[src/rtl/swts_pkg.sv]
// Package with the word types and event codes of the slot wheel scheduler.
`timescale 1ns / 1ps
`default_nettype none
package swts_pkg;

   typedef struct packed {
      logic [1:0]  action;
      logic [31:0] packet_tag;
      logic [7:0]  packet_len;
      logic        has_prefix;
      logic [2:0]  face_index;
      logic [1:0]  probe_index;
      logic [15:0] delay_ms;
   } req_word_type;

   typedef struct packed {
      logic [3:0]  event_res;
      logic [2:0]  store_index;
      logic [31:0] out_tag;
      logic [8:0]  out_len;
      logic [2:0]  out_face;
      logic [1:0]  out_probe;
   } rsp_word_type;

   localparam logic [1:0] ACT_TICK  = 2'd0;
   localparam logic [1:0] ACT_SCHED = 2'd1;
   localparam logic [1:0] ACT_REPLY = 2'd2;

   localparam logic [3:0] EV_IDLE     = 4'd0;
   localparam logic [3:0] EV_SEND     = 4'd1;
   localparam logic [3:0] EV_DUE      = 4'd2;
   localparam logic [3:0] EV_DISABLED = 4'd3;
   localparam logic [3:0] EV_ENQUEUED = 4'd4;
   localparam logic [3:0] EV_DUP      = 4'd5;
   localparam logic [3:0] EV_FULL     = 4'd6;
   localparam logic [3:0] EV_NO_SLOT  = 4'd7;
   localparam logic [3:0] EV_RESCHED  = 4'd8;
   localparam logic [3:0] EV_LOST     = 4'd9;

   // Slot code: bit 6 marks a probe, otherwise entry+1 or zero for empty.
   localparam logic [6:0] PROBE_MARK = 7'h40;

endpackage
`default_nettype wire

[src/rtl/slot_wheel_tx_scheduler_unit.sv]
// Top level of the slot wheel transmit scheduler and its sequencer.
//
// The req channel takes one word per action: a tick, a schedule request
// or a probe reply. The rsp channel returns exactly one word per request.
// The csr port writes the four probe enable bits at any edge with csr_we.
// One item is worked at a time by a sequencer around two memories.
// A tick reads the current wheel slot, clears it and then reads the store
// entry that it names. A schedule request scans the store entry by entry,
// then the wheel slot by slot; a probe reply walks the wheel from its start
// slot. Each entry or slot needs a read state and a compare state, since
// each memory has a single registered read port. After each result the
// block returns to idle, where the next word is taken.
// After reset the wheel is swept once, one slot a cycle, writing the
// four probe slots and clearing the rest; req_ready stays low meanwhile.
// The result waits in an output register; while rsp_ready is low the
// next word is still taken and worked up to its own result.
`timescale 1ns / 1ps
`default_nettype none
module slot_wheel_tx_scheduler_unit #(
   parameter int SLOTS_PER_SECOND = 4,
   parameter int WHEEL_SECONDS    = 16,
   parameter int STORE_ENTRIES    = 8,
   parameter int PREFIX_LEN       = 7
) (
   input  wire logic                  clock,
   input  wire logic                  reset,
   input  wire logic                  req_valid,
   output logic                       req_ready,
   input  wire swts_pkg::req_word_type req_word,
   output logic                       rsp_valid,
   input  wire logic                  rsp_ready,
   output swts_pkg::rsp_word_type     rsp_word,
   input  wire logic                  csr_we,
   input  wire logic [3:0]            csr_wdata
);

   localparam int SLOTS = SLOTS_PER_SECOND * WHEEL_SECONDS;
   localparam int SW    = (SLOTS > 1) ? $clog2(SLOTS) : 1;
   localparam int EW    = (STORE_ENTRIES > 1) ? $clog2(STORE_ENTRIES) : 1;
   localparam int SPAN  = WHEEL_SECONDS * 1000;
   localparam int CW    = SW + 1;
   localparam logic [SW-1:0] P1_SLOT = SW'(9 * SLOTS_PER_SECOND);
   localparam logic [SW-1:0] P2_SLOT = SW'(3 * SLOTS_PER_SECOND);
   localparam logic [SW-1:0] P3_SLOT = SW'(6 * SLOTS_PER_SECOND);
   localparam logic [SW-1:0] LAST    = SW'(SLOTS - 1);
   // Reciprocal of 1000 scaled by 2^32; exact for products below 2^22.
   localparam logic [22:0] RECIP_1000 = 23'd4294968;

   typedef enum logic [3:0] {
      ST_CLEAR, ST_IDLE, ST_TICK_RD, ST_TICK_EV, ST_TICK_ST,
      ST_DUP_RD, ST_DUP_CMP, ST_DIV, ST_WH_RD, ST_WH_CMP, ST_OUT
   } state_type;

   state_type state_ff;
   logic [SW-1:0] cur_ff, slot_ff, sweep_ff;
   logic [CW-1:0] count_ff;
   logic [EW:0] scan_ff;
   logic [EW-1:0] free_ff;
   logic free_ok_ff, dup_ff, is_sched_ff;
   logic [3:0] en_ff;
   logic [1:0] probe_ff;
   logic [31:0] tag_ff;
   logic [8:0] len_ff;
   logic [2:0] face_ff;
   logic [6:0] code_ff;
   logic [31:0] prod_ff;
   logic rsp_valid_ff;
   swts_pkg::rsp_word_type rsp_ff, res_ff;

   // Memory ports.
   logic w_we;
   logic [SW-1:0] w_wa, w_ra;
   logic [6:0] w_wd, w_rd;
   logic s_we, s_set, s_clr;
   logic [EW-1:0] s_wa, s_va, s_ra;
   logic [43:0] s_rd;
   logic [STORE_ENTRIES-1:0] s_valid;

   swts_wheel #(.SLOTS(SLOTS), .SW(SW)) u_wheel (
      .clock(clock), .wr_en(w_we), .wr_addr(w_wa), .wr_data(w_wd),
      .rd_addr(w_ra), .rd_data(w_rd)
   );

   swts_store #(.ENTRIES(STORE_ENTRIES), .EW(EW)) u_store (
      .clock(clock), .reset(reset), .wr_en(s_we), .wr_addr(s_wa),
      .wr_data({tag_ff, len_ff, face_ff}), .set_valid(s_set),
      .clr_valid(s_clr), .valid_addr(s_va), .rd_addr(s_ra),
      .rd_data(s_rd), .valid(s_valid)
   );

   // Initial content of a wheel slot during the clearing pass.
   logic [6:0] init_code;
   always_comb begin
      init_code = 7'd0;
      if (sweep_ff == '0)    init_code = swts_pkg::PROBE_MARK | 7'd0;
      if (sweep_ff == P1_SLOT) init_code = swts_pkg::PROBE_MARK | 7'd1;
      if (sweep_ff == P2_SLOT) init_code = swts_pkg::PROBE_MARK | 7'd2;
      if (sweep_ff == P3_SLOT) init_code = swts_pkg::PROBE_MARK | 7'd3;
   end

   // Slot offset and count of a reply: the delay product and the rest of the span,
   // each divided by 1000 through a multiplication by the scaled reciprocal.
   logic [31:0] off_full, cnt_full;
   logic [22:0] rem_span;
   logic [45:0] off_prod, cnt_prod;
   always_comb begin
      rem_span = 23'(32'(SPAN) * 32'(SLOTS_PER_SECOND) - prod_ff);
      off_prod = 46'(prod_ff[22:0]) * 46'(RECIP_1000);
      cnt_prod = 46'(rem_span) * 46'(RECIP_1000);
      off_full = 32'(off_prod[45:32]);
      cnt_full = 32'(cnt_prod[45:32]);
   end

   logic [SW:0] slot_sum;
   assign slot_sum = {1'b0, cur_ff} + {1'b0, off_full[SW-1:0] };
   logic [SW-1:0] slot_next;
   assign slot_next = (slot_ff == LAST) ? '0 : slot_ff + 1'b1;

   logic [EW-1:0] scan_idx;
   assign scan_idx = scan_ff[EW-1:0];
   logic [EW-1:0] tick_e;
   assign tick_e = EW'(code_ff[5:0] - 6'd1);
   // Store entry named by the slot code just read from the wheel.
   logic [EW-1:0] rd_e;
   assign rd_e = EW'(w_rd[5:0] - 6'd1);

   logic out_free;
   assign out_free = !rsp_valid_ff || rsp_ready;
   assign req_ready = (state_ff == ST_IDLE);

   // Memory control from the sequencer state.
   always_comb begin
      w_we = 1'b0; w_wa = slot_ff; w_wd = 7'd0; w_ra = slot_ff;
      s_we = 1'b0; s_set = 1'b0; s_clr = 1'b0;
      s_wa = free_ff; s_va = free_ff; s_ra = scan_idx;
      unique case (state_ff)
         ST_CLEAR: begin
            w_we = 1'b1; w_wa = sweep_ff; w_wd = init_code;
         end
         ST_TICK_RD: w_ra = cur_ff;
         ST_TICK_EV: begin
            w_we = 1'b1; w_wa = cur_ff; w_wd = 7'd0;
            s_ra = rd_e;
         end
         ST_TICK_ST: begin
            if (res_ff.event_res == swts_pkg::EV_SEND) begin
               s_clr = 1'b1; s_va = tick_e;
            end
         end
         ST_WH_CMP: begin
            if (w_rd == 7'd0) begin
               w_we = 1'b1; w_wa = slot_ff;
               if (is_sched_ff) begin
                  w_wd = 7'(free_ff) + 7'd1;
                  s_we = 1'b1; s_set = 1'b1;
               end else begin
                  w_wd = swts_pkg::PROBE_MARK | 7'(probe_ff);
               end
            end
         end
         default: ;
      endcase
   end

   // Sequencer, enable register and output register.
   always_ff @(posedge clock) begin
      if (reset) begin
         state_ff <= ST_CLEAR;
         sweep_ff <= '0;
         cur_ff <= '0;
         en_ff <= 4'hF;
         rsp_valid_ff <= 1'b0;
      end else begin
         if (csr_we) en_ff <= csr_wdata;
         // The result word is held until taken; a new one loads when free.
         if (state_ff == ST_OUT && out_free) rsp_valid_ff <= 1'b1;
         else if (rsp_ready) rsp_valid_ff <= 1'b0;
         unique case (state_ff)
            ST_CLEAR: begin
               sweep_ff <= sweep_ff + 1'b1;
               if (sweep_ff == LAST) state_ff <= ST_IDLE;
            end
            ST_IDLE: begin
               if (req_valid) begin
                  res_ff <= '0;
                  tag_ff <= req_word.packet_tag;
                  len_ff <= {1'b0, req_word.packet_len} +
                            (req_word.has_prefix ? 9'(PREFIX_LEN) : 9'd0);
                  face_ff <= req_word.face_index;
                  probe_ff <= req_word.probe_index;
                  prod_ff <= 32'(req_word.delay_ms) * 32'(SLOTS_PER_SECOND);
                  scan_ff <= '0;
                  free_ok_ff <= 1'b0;
                  dup_ff <= 1'b0;
                  case (req_word.action)
                     swts_pkg::ACT_TICK: state_ff <= ST_TICK_RD;
                     swts_pkg::ACT_SCHED: begin
                        is_sched_ff <= 1'b1;
                        state_ff <= ST_DUP_RD;
                     end
                     swts_pkg::ACT_REPLY: begin
                        is_sched_ff <= 1'b0;
                        state_ff <= ST_DIV;
                     end
                     default: state_ff <= ST_OUT;
                  endcase
               end
            end
            ST_TICK_RD: state_ff <= ST_TICK_EV;
            ST_TICK_EV: begin
               code_ff <= w_rd;
               cur_ff <= (cur_ff == LAST) ? '0 : cur_ff + 1'b1;
               if (w_rd[6]) begin
                  res_ff.out_probe <= w_rd[1:0];
                  res_ff.event_res <= en_ff[w_rd[1:0]] ? swts_pkg::EV_DUE
                                                       : swts_pkg::EV_DISABLED;
               end else if (w_rd != 7'd0 && 32'(w_rd) <= 32'(STORE_ENTRIES)) begin
                  res_ff.event_res <= swts_pkg::EV_SEND;
               end
               state_ff <= ST_TICK_ST;
            end
            ST_TICK_ST: begin
               if (res_ff.event_res == swts_pkg::EV_SEND) begin
                  res_ff.store_index <= 3'(tick_e);
                  res_ff.out_tag <= s_rd[43:12];
                  res_ff.out_len <= s_rd[11:3];
                  res_ff.out_face <= s_rd[2:0];
               end
               state_ff <= ST_OUT;
            end
            ST_DUP_RD: begin
               if (scan_ff == (EW+1)'(STORE_ENTRIES)) begin
                  state_ff <= ST_DIV;
               end else begin
                  state_ff <= ST_DUP_CMP;
               end
            end
            ST_DUP_CMP: begin
               if (!s_valid[scan_idx]) begin
                  free_ff <= scan_idx; free_ok_ff <= 1'b1;
               end else if (s_rd[43:12] == tag_ff && s_rd[11:3] == len_ff) begin
                  dup_ff <= 1'b1;
               end
               scan_ff <= scan_ff + 1'b1;
               state_ff <= ST_DUP_RD;
            end
            ST_DIV: begin
               if (is_sched_ff) begin
                  // A packet searches the whole wheel from the current slot.
                  slot_ff <= cur_ff;
                  count_ff <= CW'(SLOTS);
                  if (dup_ff) begin
                     res_ff.event_res <= swts_pkg::EV_DUP; state_ff <= ST_OUT;
                  end else if (!free_ok_ff) begin
                     res_ff.event_res <= swts_pkg::EV_FULL; state_ff <= ST_OUT;
                  end else state_ff <= ST_WH_RD;
               end else begin
                  slot_ff <= (slot_sum >= (SW+1)'(SLOTS)) ?
                             SW'(slot_sum - (SW+1)'(SLOTS)) : slot_sum[SW-1:0];
                  res_ff.out_probe <= probe_ff;
                  count_ff <= CW'(cnt_full);
                  if (prod_ff >= 32'(SPAN) * 32'(SLOTS_PER_SECOND) || cnt_full == 0)
                  begin
                     res_ff.event_res <= swts_pkg::EV_LOST; state_ff <= ST_OUT;
                  end else state_ff <= ST_WH_RD;
               end
            end
            ST_WH_RD: begin
               if (count_ff == '0) begin
                  res_ff.event_res <= is_sched_ff ? swts_pkg::EV_NO_SLOT
                                                  : swts_pkg::EV_LOST;
                  state_ff <= ST_OUT;
               end else state_ff <= ST_WH_CMP;
            end
            ST_WH_CMP: begin
               if (w_rd == 7'd0) begin
                  if (is_sched_ff) begin
                     res_ff.event_res <= swts_pkg::EV_ENQUEUED;
                     res_ff.store_index <= 3'(free_ff);
                  end else res_ff.event_res <= swts_pkg::EV_RESCHED;
                  state_ff <= ST_OUT;
               end else begin
                  count_ff <= count_ff - 1'b1;
                  slot_ff <= slot_next;
                  state_ff <= ST_WH_RD;
               end
            end
            ST_OUT: begin
               if (out_free) begin
                  rsp_ff <= res_ff;
                  state_ff <= ST_IDLE;
               end
            end
            default: state_ff <= ST_IDLE;
         endcase
      end
   end

   assign rsp_valid = rsp_valid_ff;
   assign rsp_word = rsp_ff;

endmodule
`default_nettype wire

[src/rtl/swts_store.sv]
// Packet store memory with its per-entry valid flags.
`timescale 1ns / 1ps
`default_nettype none
module swts_store #(
   parameter int ENTRIES = 8,
   parameter int EW      = 3
) (
   input  wire logic          clock,
   input  wire logic          reset,
   input  wire logic          wr_en,
   input  wire logic [EW-1:0] wr_addr,
   input  wire logic [43:0]   wr_data,
   input  wire logic          set_valid,
   input  wire logic          clr_valid,
   input  wire logic [EW-1:0] valid_addr,
   input  wire logic [EW-1:0] rd_addr,
   output logic [43:0]        rd_data,
   output logic [ENTRIES-1:0] valid
);

   // Tag, length and face of each entry; read data is registered.
   logic [43:0] mem [ENTRIES];
   logic [ENTRIES-1:0] valid_ff;

   always_ff @(posedge clock) begin
      if (wr_en) begin
         mem[wr_addr] <= wr_data;
      end
      rd_data <= mem[rd_addr];
   end

   // Valid flags clear at reset; a store fill sets, a send clears.
   always_ff @(posedge clock) begin
      if (reset) begin
         valid_ff <= '0;
      end else if (set_valid) begin
         valid_ff[valid_addr] <= 1'b1;
      end else if (clr_valid) begin
         valid_ff[valid_addr] <= 1'b0;
      end
   end

   assign valid = valid_ff;

endmodule
`default_nettype wire

[src/rtl/swts_wheel.sv]
// Slot wheel memory, cleared by the sequencer of the top level after reset.
`timescale 1ns / 1ps
`default_nettype none
module swts_wheel #(
   parameter int SLOTS = 64,
   parameter int SW    = 6
) (
   input  wire logic          clock,
   input  wire logic          wr_en,
   input  wire logic [SW-1:0] wr_addr,
   input  wire logic [6:0]    wr_data,
   input  wire logic [SW-1:0] rd_addr,
   output logic [6:0]         rd_data
);

   logic [6:0] mem [SLOTS];

   // One write port and one registered read port.
   always_ff @(posedge clock) begin
      if (wr_en) begin
         mem[wr_addr] <= wr_data;
      end
      rd_data <= mem[rd_addr];
   end

endmodule
`default_nettype wire

[config.mk]
export PLATFORM = sky130hd
export DESIGN_NAME = slot_wheel_tx_scheduler_unit
export DESIGN_NICKNAME = d
export VERILOG_FILES = /design/src/rtl/swts_pkg.sv /design/src/rtl/slot_wheel_tx_scheduler_unit.sv /design/src/rtl/swts_store.sv /design/src/rtl/swts_wheel.sv
export SDC_FILE = /design/constraint.sdc
export NUM_CORES = 1
export LEC_CHECK = 0
export BUFFER_PORTS_ARGS = -buffer_cell sky130_fd_sc_hd__buf_2
export CAP_MARGIN = 40
export CORE_ASPECT_RATIO = 0.7
export CORE_MARGIN = 4
export CORE_UTILIZATION = 45
export CTS_CLUSTER_SIZE = 40
export DETAILED_ROUTE_END_ITERATION = 6
export PLACE_DENSITY = 0.65
export SYNTH_ARGS = -nofsm -noshare
export SYNTH_HDL_FRONTEND = slang
export SYNTH_SLANG_ARGS = --single-unit
[constraint.sdc]
create_clock -name clock -period 8.6 [get_ports clock]
set_input_delay 0 -clock clock [delete_from_list [all_inputs] [get_ports clock]]
set_output_delay 0 -clock clock [all_outputs]
set_load 0.005 [all_outputs]
* After elaboration in Yosys (flattened, before gate mapping)
Memories as Yosys holds them, arrays and structs flattened. A register that Yosys moved wholly into a read port is not among the register bits.
Index checks and enable logic that the tools add are counted.
** Word-level totals
- Bits in registers :: 223
- Latch bits :: 0
- Bits in writable memories :: 800
- Memory bits (read-only) :: 0
- Input bits :: 73
- Output and inout bits :: 55
- Word-level logic and storage cells :: 219
- Memories :: 2
** Memories
- u_wheel.mem :: words 64, bits a word 7, read ports 1, clocked after memory_dff 1, write ports 1, RTL line swts_wheel.sv:16 : logic [6:0] mem [SLOTS];
- u_store.mem :: words 8, bits a word 44, read ports 1, clocked after memory_dff 1, write ports 1, RTL line swts_store.sv:22 : logic [43:0] mem [ENTRIES];
** Operators by class
- $add $sub $neg :: 12
- $mul :: 2
- Divide/modulo/power cells :: 0
- $lt $le $gt $ge :: 7
- Equal/unequal tests :: 38
- Shift-type cells :: 0
- Multiplexer cells :: 84
- Bitwise gates (word level) :: 5
- Reductions and logical operators :: 38
** Operators by type and width (count)
- $pmux 44 s2 :: 1
- $mux 7 :: 9
- $mux 4 :: 14
- $mux 53 :: 1
- $mux 47 :: 1
- $pmux 4 s11 :: 1
- $mul 23x20->43 const B :: 1
- $mux 6 :: 6
- $mul 16x20->33 const B :: 1
- $eq 32x32->1 :: 1
- $logic_not 32->1 :: 1
- $pmux 7 s2 :: 2
- $eq 6x6->1 const B :: 4
- $ne 2x2->1 const B :: 12
- $pmux 6 s2 :: 2
- $mux 1 :: 21
- $pmux 4 s5 :: 1
- $sub 16x18->19 const A :: 1
- $add 6x1->6 const B :: 3
- $ge 18x16->1 const B :: 1
- $reduce_and 3->1 :: 6
- $eq 4x3->1 const B :: 4
- $eq 4x4->1 const B :: 4
- $mux 8 :: 2
- 54 further kinds :: 86

* Logic depth before layout (Yosys ltp)
- Depth in word-level cells :: 11
- Mapped depth :: 30
- Gate-level depth less buffers :: 30

* By module
Synthesis repeated with hierarchy kept, for this count alone.
** Second synthesis, totals
- Cell total of the unflattened synthesis :: 3173
- Area, all modules :: 51284.2 um2
** Modules (own cells, without submodules)
- slot_wheel_tx_scheduler_unit :: times used 1, cells each 1734, area each 19059.5 um2, sequential area each 6246.0 um2
- swts_wheel :: times used 1, cells each 837, area each 17673.2 um2, sequential area each 13593.0 um2
- swts_store :: times used 1, cells each 602, area each 14551.5 um2, sequential area each 11611.1 um2

* Least setup slack after synthesis
No wires, ideal clock.
- Kind :: register to register
- From :: register prod_ff[4]
- To :: register res_ff[49] (netlist name), enable pin
- Library setup time :: 347 ps
- Arrival :: 7354 ps
- Required time :: 8253 ps
- Path slack :: 900 ps
- Cell stages (with the launch flop) :: 31
- Buffers on the path :: 0
- Period minus slack after synthesis :: 7700 ps
- Cell sequence :: edfxtp_1 > inv_1 > ha_1 > nor2b_1 > a41oi_1 > and3_1 > nand2_1 > a21oi_1 > xnor2_1 > inv_1 > ha_1 > fa_1 > inv_1 > fa_1 > inv_1 > fa_1 > fa_1 > inv_1 > fa_1 > inv_1 > ha_1 > nand4_1 > nor2_1 > nand2_1 > a21oi_1 > a41oi_1 > o31ai_1 > mux2_2 > nor4_1 > nand4b_1 > a31oi_1
** Between the ends
- Cells in the longest elaborated chain, start to end :: 6
- Elaborated cells between the ends (all ways) :: 7
- Those cells by class :: 1 x add/sub; 1 x mul; 1 x order compare; 1 x eq/ne; 3 x reduce/logical
** RTL lines
- start: declaration :: RTL line slot_wheel_tx_scheduler_unit.sv:66 : logic [31:0] prod_ff;
- start signal: assignment :: RTL line slot_wheel_tx_scheduler_unit.sv:191 : prod_ff <= 32'(req_word.delay_ms) * 32'(SLOTS_PER_SECOND);
- $sub 16x18->19 :: RTL line slot_wheel_tx_scheduler_unit.sv:107 : rem_span = 23'(32'(SPAN) * 32'(SLOTS_PER_SECOND) - prod_ff);
- $mul 23x20->43 :: RTL line slot_wheel_tx_scheduler_unit.sv:109 : cnt_prod = 46'(rem_span) * 46'(RECIP_1000);
- $logic_not 32->1 :: RTL line slot_wheel_tx_scheduler_unit.sv:262 : if (prod_ff >= 32'(SPAN) * 32'(SLOTS_PER_SECOND) || cnt_full == 0)
- $logic_or 1x1->1 (*) :: RTL line slot_wheel_tx_scheduler_unit.sv:262
- $ne 3x3->1 (no source line) (*)
- $reduce_and 8->1 (no source line) (*)
- end: declaration :: RTL line slot_wheel_tx_scheduler_unit.sv:68 : swts_pkg::rsp_word_type rsp_ff, res_ff;
Every way passes the cells marked *; elsewhere a longest branch is shown, timed or not.
A chain may end at the register's enable or synchronous reset.

* Worst setup path in the final report
- From :: register prod_ff[15]
- To :: register slot_ff[5] (data pin)
** Between the ends
- Cells in the longest elaborated chain, start to end :: 6
- Elaborated cells between the ends (all ways) :: 7
- Those cells by class :: 2 x add/sub; 1 x mul; 1 x order compare; 3 x mux
** RTL lines
- $mul 16x20->33 (*) :: RTL line slot_wheel_tx_scheduler_unit.sv:108 : off_prod = 46'(prod_ff[22:0]) * 46'(RECIP_1000);
- $add 6x6->7 (*) :: RTL line slot_wheel_tx_scheduler_unit.sv:115 : assign slot_sum = {1'b0, cur_ff} + {1'b0, off_full[SW-1:0] };
- $sub 6x1->6 / $ge 7x7->1 (equally long branches) :: RTL line slot_wheel_tx_scheduler_unit.sv:259, slot_wheel_tx_scheduler_unit.sv:258
- $mux 6 (*) :: RTL line slot_wheel_tx_scheduler_unit.sv:258 : slot_ff <= (slot_sum >= (SW+1)'(SLOTS)) ?
- $mux 6 (*) :: RTL line slot_wheel_tx_scheduler_unit.sv:248 : if (is_sched_ff) begin
- $pmux 6 s2 (*) :: RTL line slot_wheel_tx_scheduler_unit.sv:178 : unique case (state_ff)
- end signal: assignment :: RTL line slot_wheel_tx_scheduler_unit.sv:250 : slot_ff <= cur_ff;
- end signal: assignment :: RTL line slot_wheel_tx_scheduler_unit.sv:258
- end signal: assignment :: RTL line slot_wheel_tx_scheduler_unit.sv:284 : slot_ff <= slot_next;
- end: declaration :: RTL line slot_wheel_tx_scheduler_unit.sv:55 : logic [SW-1:0] cur_ff, slot_ff, sweep_ff;
Marks and branches as above.

==> flow_metrics.env <==
export IMPL_internal_power_w=0.00733
export IMPL_critPathKind="reg2reg"
export IMPL_synthSimpleGateAreaFrac=0.0565
export IMPL_p_sw_frac=0.199
export IMPL_hpwl_microns=72200
export IMPL_fin_nets=3821
export IMPL_hold_path_class="in2reg"
export IMPL_seq_power_share=0.543
export IMPL_worstPathMaxFanout=7
export IMPL_status="finished clean"
export IMPL_clkPwrFrac=0.442
export IMPL_die_area_sq_um=108000
export IMPL_port_buffers=127
export IMPL_power_leakage_nw=19.2
export IMPL_die_height_microns=276
export IMPL_relSlewSlack=0.328
export IMPL_synthAdderAreaFrac=0.154
export IMPL_die_w_microns=391
export IMPL_async_flop_share=0
export IMPL_clk_latency_ns=0.68
export IMPL_powerDensity_nw_per_um2=173
export IMPL_finalCritPeriodShare=0.944
export IMPL_ios=128
export IMPL_ir_drop_v=0.000140
export IMPL_grt_max_degree=66
export IMPL_required_ns=8.98
export IMPL_core_region_area_sq_um=101000
export IMPL_grt_pass1_wl_microns=166000
export IMPL_synth_edf_count=866
export IMPL_synthTopCellsByCount="866 x edfxtp_1, 342 x ha_1, 276 x inv_1"
export IMPL_ys_ff_latch=944
export IMPL_cap_violations=0
export IMPL_setup_viol=0
export IMPL_clk_pin_slew_ns=0.07
export IMPL_h_tree_depth=3
export IMPL_synth_mux_area_fraction=0.0985
export IMPL_synth_compound_area_frac=0.0419
export IMPL_final_hold_violation_count=0
export IMPL_ys_types=72
export IMPL_final_area_sq_um=52900
export IMPL_vias=26198
export IMPL_synth_top_area_cell="edfxtp_1"
export IMPL_grt_overflow=0
export IMPL_cts_made_buffers=92
export IMPL_grt_antenna_before_repair=2
export IMPL_track_usage=0.201
export IMPL_drt_iter0_markers=2699
export IMPL_startpoint_type="register"
export IMPL_rsz0062_at_grt="false"
export IMPL_avgRoutedWirePerCell_microns=22.9
export IMPL_power_frac_comb=0.014
export IMPL_num_antenna_cells=0
export IMPL_final_layout_size_suffix_gt1_frac=0.181
export IMPL_synth_top_family_by_area="adder cells"
export IMPL_ys_warnings_count=0
export IMPL_synth_top_area_frac=0.563
export IMPL_synthTopCellsByArea="edfxtp_1 56%, ha_1 9.3%, mux4_2 8.3%, fa_1 6.1%, dfxtp_1 3.4%"
export IMPL_via_per_inst=5.60
export IMPL_synth_xor_area_frac=0.0209
export IMPL_finalClockSkew_ns=0.0381
export IMPL_dominantRegCellSynth="edfxtp_1"
export IMPL_initial_core_util=0.458
export IMPL_grt_pass1_vias=27185
export IMPL_cts_sinks=944
export IMPL_synth_nets=3532
export IMPL_fin_tns_setup_ns=0
export IMPL_tightest_slew_ns=0.980
export IMPL_switchingPower_w=0.00182
export IMPL_wl_microns=107000
export IMPL_end_kind="register"
export IMPL_netlist_area_sq_um=46200
export IMPL_min_period_ns=8.12
export IMPL_antenna_left=0
export IMPL_layout_area_overhead_vs_synth_pct=14.6
export IMPL_num_rows=97
export IMPL_fmax_ghz=0.123
export IMPL_place_area_sq_um=48900
export IMPL_clockBufferDepth=3
export IMPL_yosysSeqAreaShare=0.597
export IMPL_critical_path_arrival_ns=8.50
export IMPL_postSynthAreaPerCell_sq_um=15.5
export IMPL_cts_tree="done"
export IMPL_drc=0
export IMPL_place_gp_congestion=0.912
export IMPL_synth_most_common_cell="edfxtp_1"
export IMPL_dr_pass1_iters=5
export IMPL_synthesis_instances=2976
export IMPL_root_buffer="clkbuf_16"
export IMPL_slew_viol_final=0
[worst paths after layout]
| check | endpoint | start | slack [ns] | depth (start not counted) |
|---|---|---|---|---|
| min reg2reg | rsp_word[17]$_DFFE_PP_ | res_ff[17]$_SDFFCE_PN0P_ | 0.42 | 0 |
| max | slot_ff[5]$_DFFE_PP_ | prod_ff[15]$_DFFE_PP_ | 0.48 | 26 |
| min | tag_ff[9]$_DFFE_PP_ | req_word[39] | 0.04 | 2 |
| max reg2reg | slot_ff[5]$_DFFE_PP_ | prod_ff[15]$_DFFE_PP_ | 0.48 | 26 |
[power groups by stage]
| stage | clock, W | combinational (W) | sequential [W] |
|---|---|---|---|
| final | 0.00405 | 0.000132 | 0.00497 |
| after global routing | 0.00433 | 0.000143 | 0.00497 |
| after CTS | 0.00413 | 0.000132 | 0.00497 |
| after detailed placement | 0 | 0.0000976 | 0.00507 |
| after global placement | 0 | 0.0000953 | 0.00507 |
| after floorplan | 0 | 0.0000447 | 0.00507 |
[worst max-delay path, stage by stage (launching register included)]
cell      delay [ns]
edfxtp_1        0.56
inv_1           0.24
ha_1            0.37
ha_1            0.30
inv_1           0.06
fa_1            0.54
inv_1           0.07
fa_1            0.53
fa_1            0.53
fa_1            0.50
ha_1            0.32
a21oi_1         0.17
o221ai_1        0.14
a22o_1          0.25
or3b_2          0.46
o221ai_2        0.27
o21ai_0         0.25
or2_2           0.34
xor2_1          0.15
ha_1            0.30
a21oi_1         0.17
xnor2_1         0.15
and3b_1         0.21
a311o_1         0.32
a311oi_1        0.38
xor2_1          0.18
a21oi_1         0.08
[kinds of logic (layout without fill, tap and decap cells)]
family                     after synthesis  count (layout)
and+or+nand+nor                        537             537
muxes                                  234             234
DFF                                    944             944
AOI/OAI and AO/OA                      298             298
adders and majority gates              483             483
xor gates and xnor gates               110             110
buffers and inverters                  370             735
[what timing repair did]
item | CTS | global route
gates resized for setup | 0 | 13
hold endpoints to repair | 95 | 0
setup endpoints to repair | 0 | 5
hold buffers | 85 | 0
setup buffers | 0 | 2
[cell type report]
cell class | count | area (sq um)
sequential | 944 | 27600
tap | 1336 | 1670
multi-input combinational | 1662 | 17400
timing repair buffer | 288 | 2120
clock inverter | 47 | 558
inverter | 277 | 1040
fill | 8086 | 48000
clock buffer | 123 | 2500
[metrics by stage]
stage          instances  hold slack [ns]  setup WS, ns  power [W]  utilization
6_report            4677           0.0404         0.484    0.00915        0.525
5_1_grt             4677           0.0214       0.00753    0.00945        0.525
4_1_cts             4675          0.00436        0.0838    0.00923        0.524
3_5_place_dp        4420            0.179         0.111    0.00517        0.485
3_3_place_gp        4412            0.178         0.345    0.00517        0.484
2_1_floorplan       2976           0.0989         0.900    0.00512            -
[per-layer routing]
metal	vias up	GRT usage	wire, microns	share of wire
met5	-	0	27	0.00025
met4	4	0.0434	1820	0.017
met3	135	0.0399	7860	0.073
met2	859	0.299	47300	0.44
met1	13466	0.309	50300	0.47
li1	11734	-	-	-
[cells in the final DEF (no fill, tap or decap), drive strengths merged, types with 10 or more instances in the layout]
| cell | netlist | final |
|---|---|---|
| o21ai | 53 | 53 |
| xor2 | 67 | 67 |
| nand3 | 41 | 41 |
| edfxtp | 866 | 866 |
| dlygate4sd3 | 0 | 85 |
| o21a | 10 | 10 |
| mux4 | 171 | 171 |
| and3 | 12 | 12 |
| inv | 276 | 280 |
| and2 | 74 | 74 |
| nor2b | 17 | 17 |
| fa | 141 | 141 |
| nor4 | 14 | 14 |
| o22ai | 11 | 11 |
| buf | 25 | 203 |
| clkinv | 1 | 33 |
| nor2 | 152 | 152 |
| nand2 | 138 | 138 |
| a311oi | 14 | 14 |
| dfxtp | 78 | 78 |
| mux2i | 17 | 17 |
| xnor2 | 43 | 43 |
| a21oi | 83 | 83 |
| nand4 | 21 | 21 |
| a31oi | 19 | 19 |
| a211oi | 39 | 39 |
| or3 | 10 | 10 |
| mux2 | 46 | 46 |
| nor3 | 26 | 26 |
| ha | 342 | 342 |
| clkbuf | 68 | 123 |
[state kept, by name, summed over array words and instances, names as in the netlist, 6 cells and up, named ones only]
| signal | flops |
|---|---|
| slot_ff | 6 |
| sweep_ff | 6 |
| count_ff | 7 |
| res_ff | 53 |
| u_store.mem | 352 |
| rsp_word | 53 |
| cur_ff | 6 |
| u_store.rd_data | 44 |
| tag_ff | 32 |
| len_ff | 9 |
| prod_ff | 16 |
| u_wheel.mem | 320 |
Power figures use the tool's default switching activity.
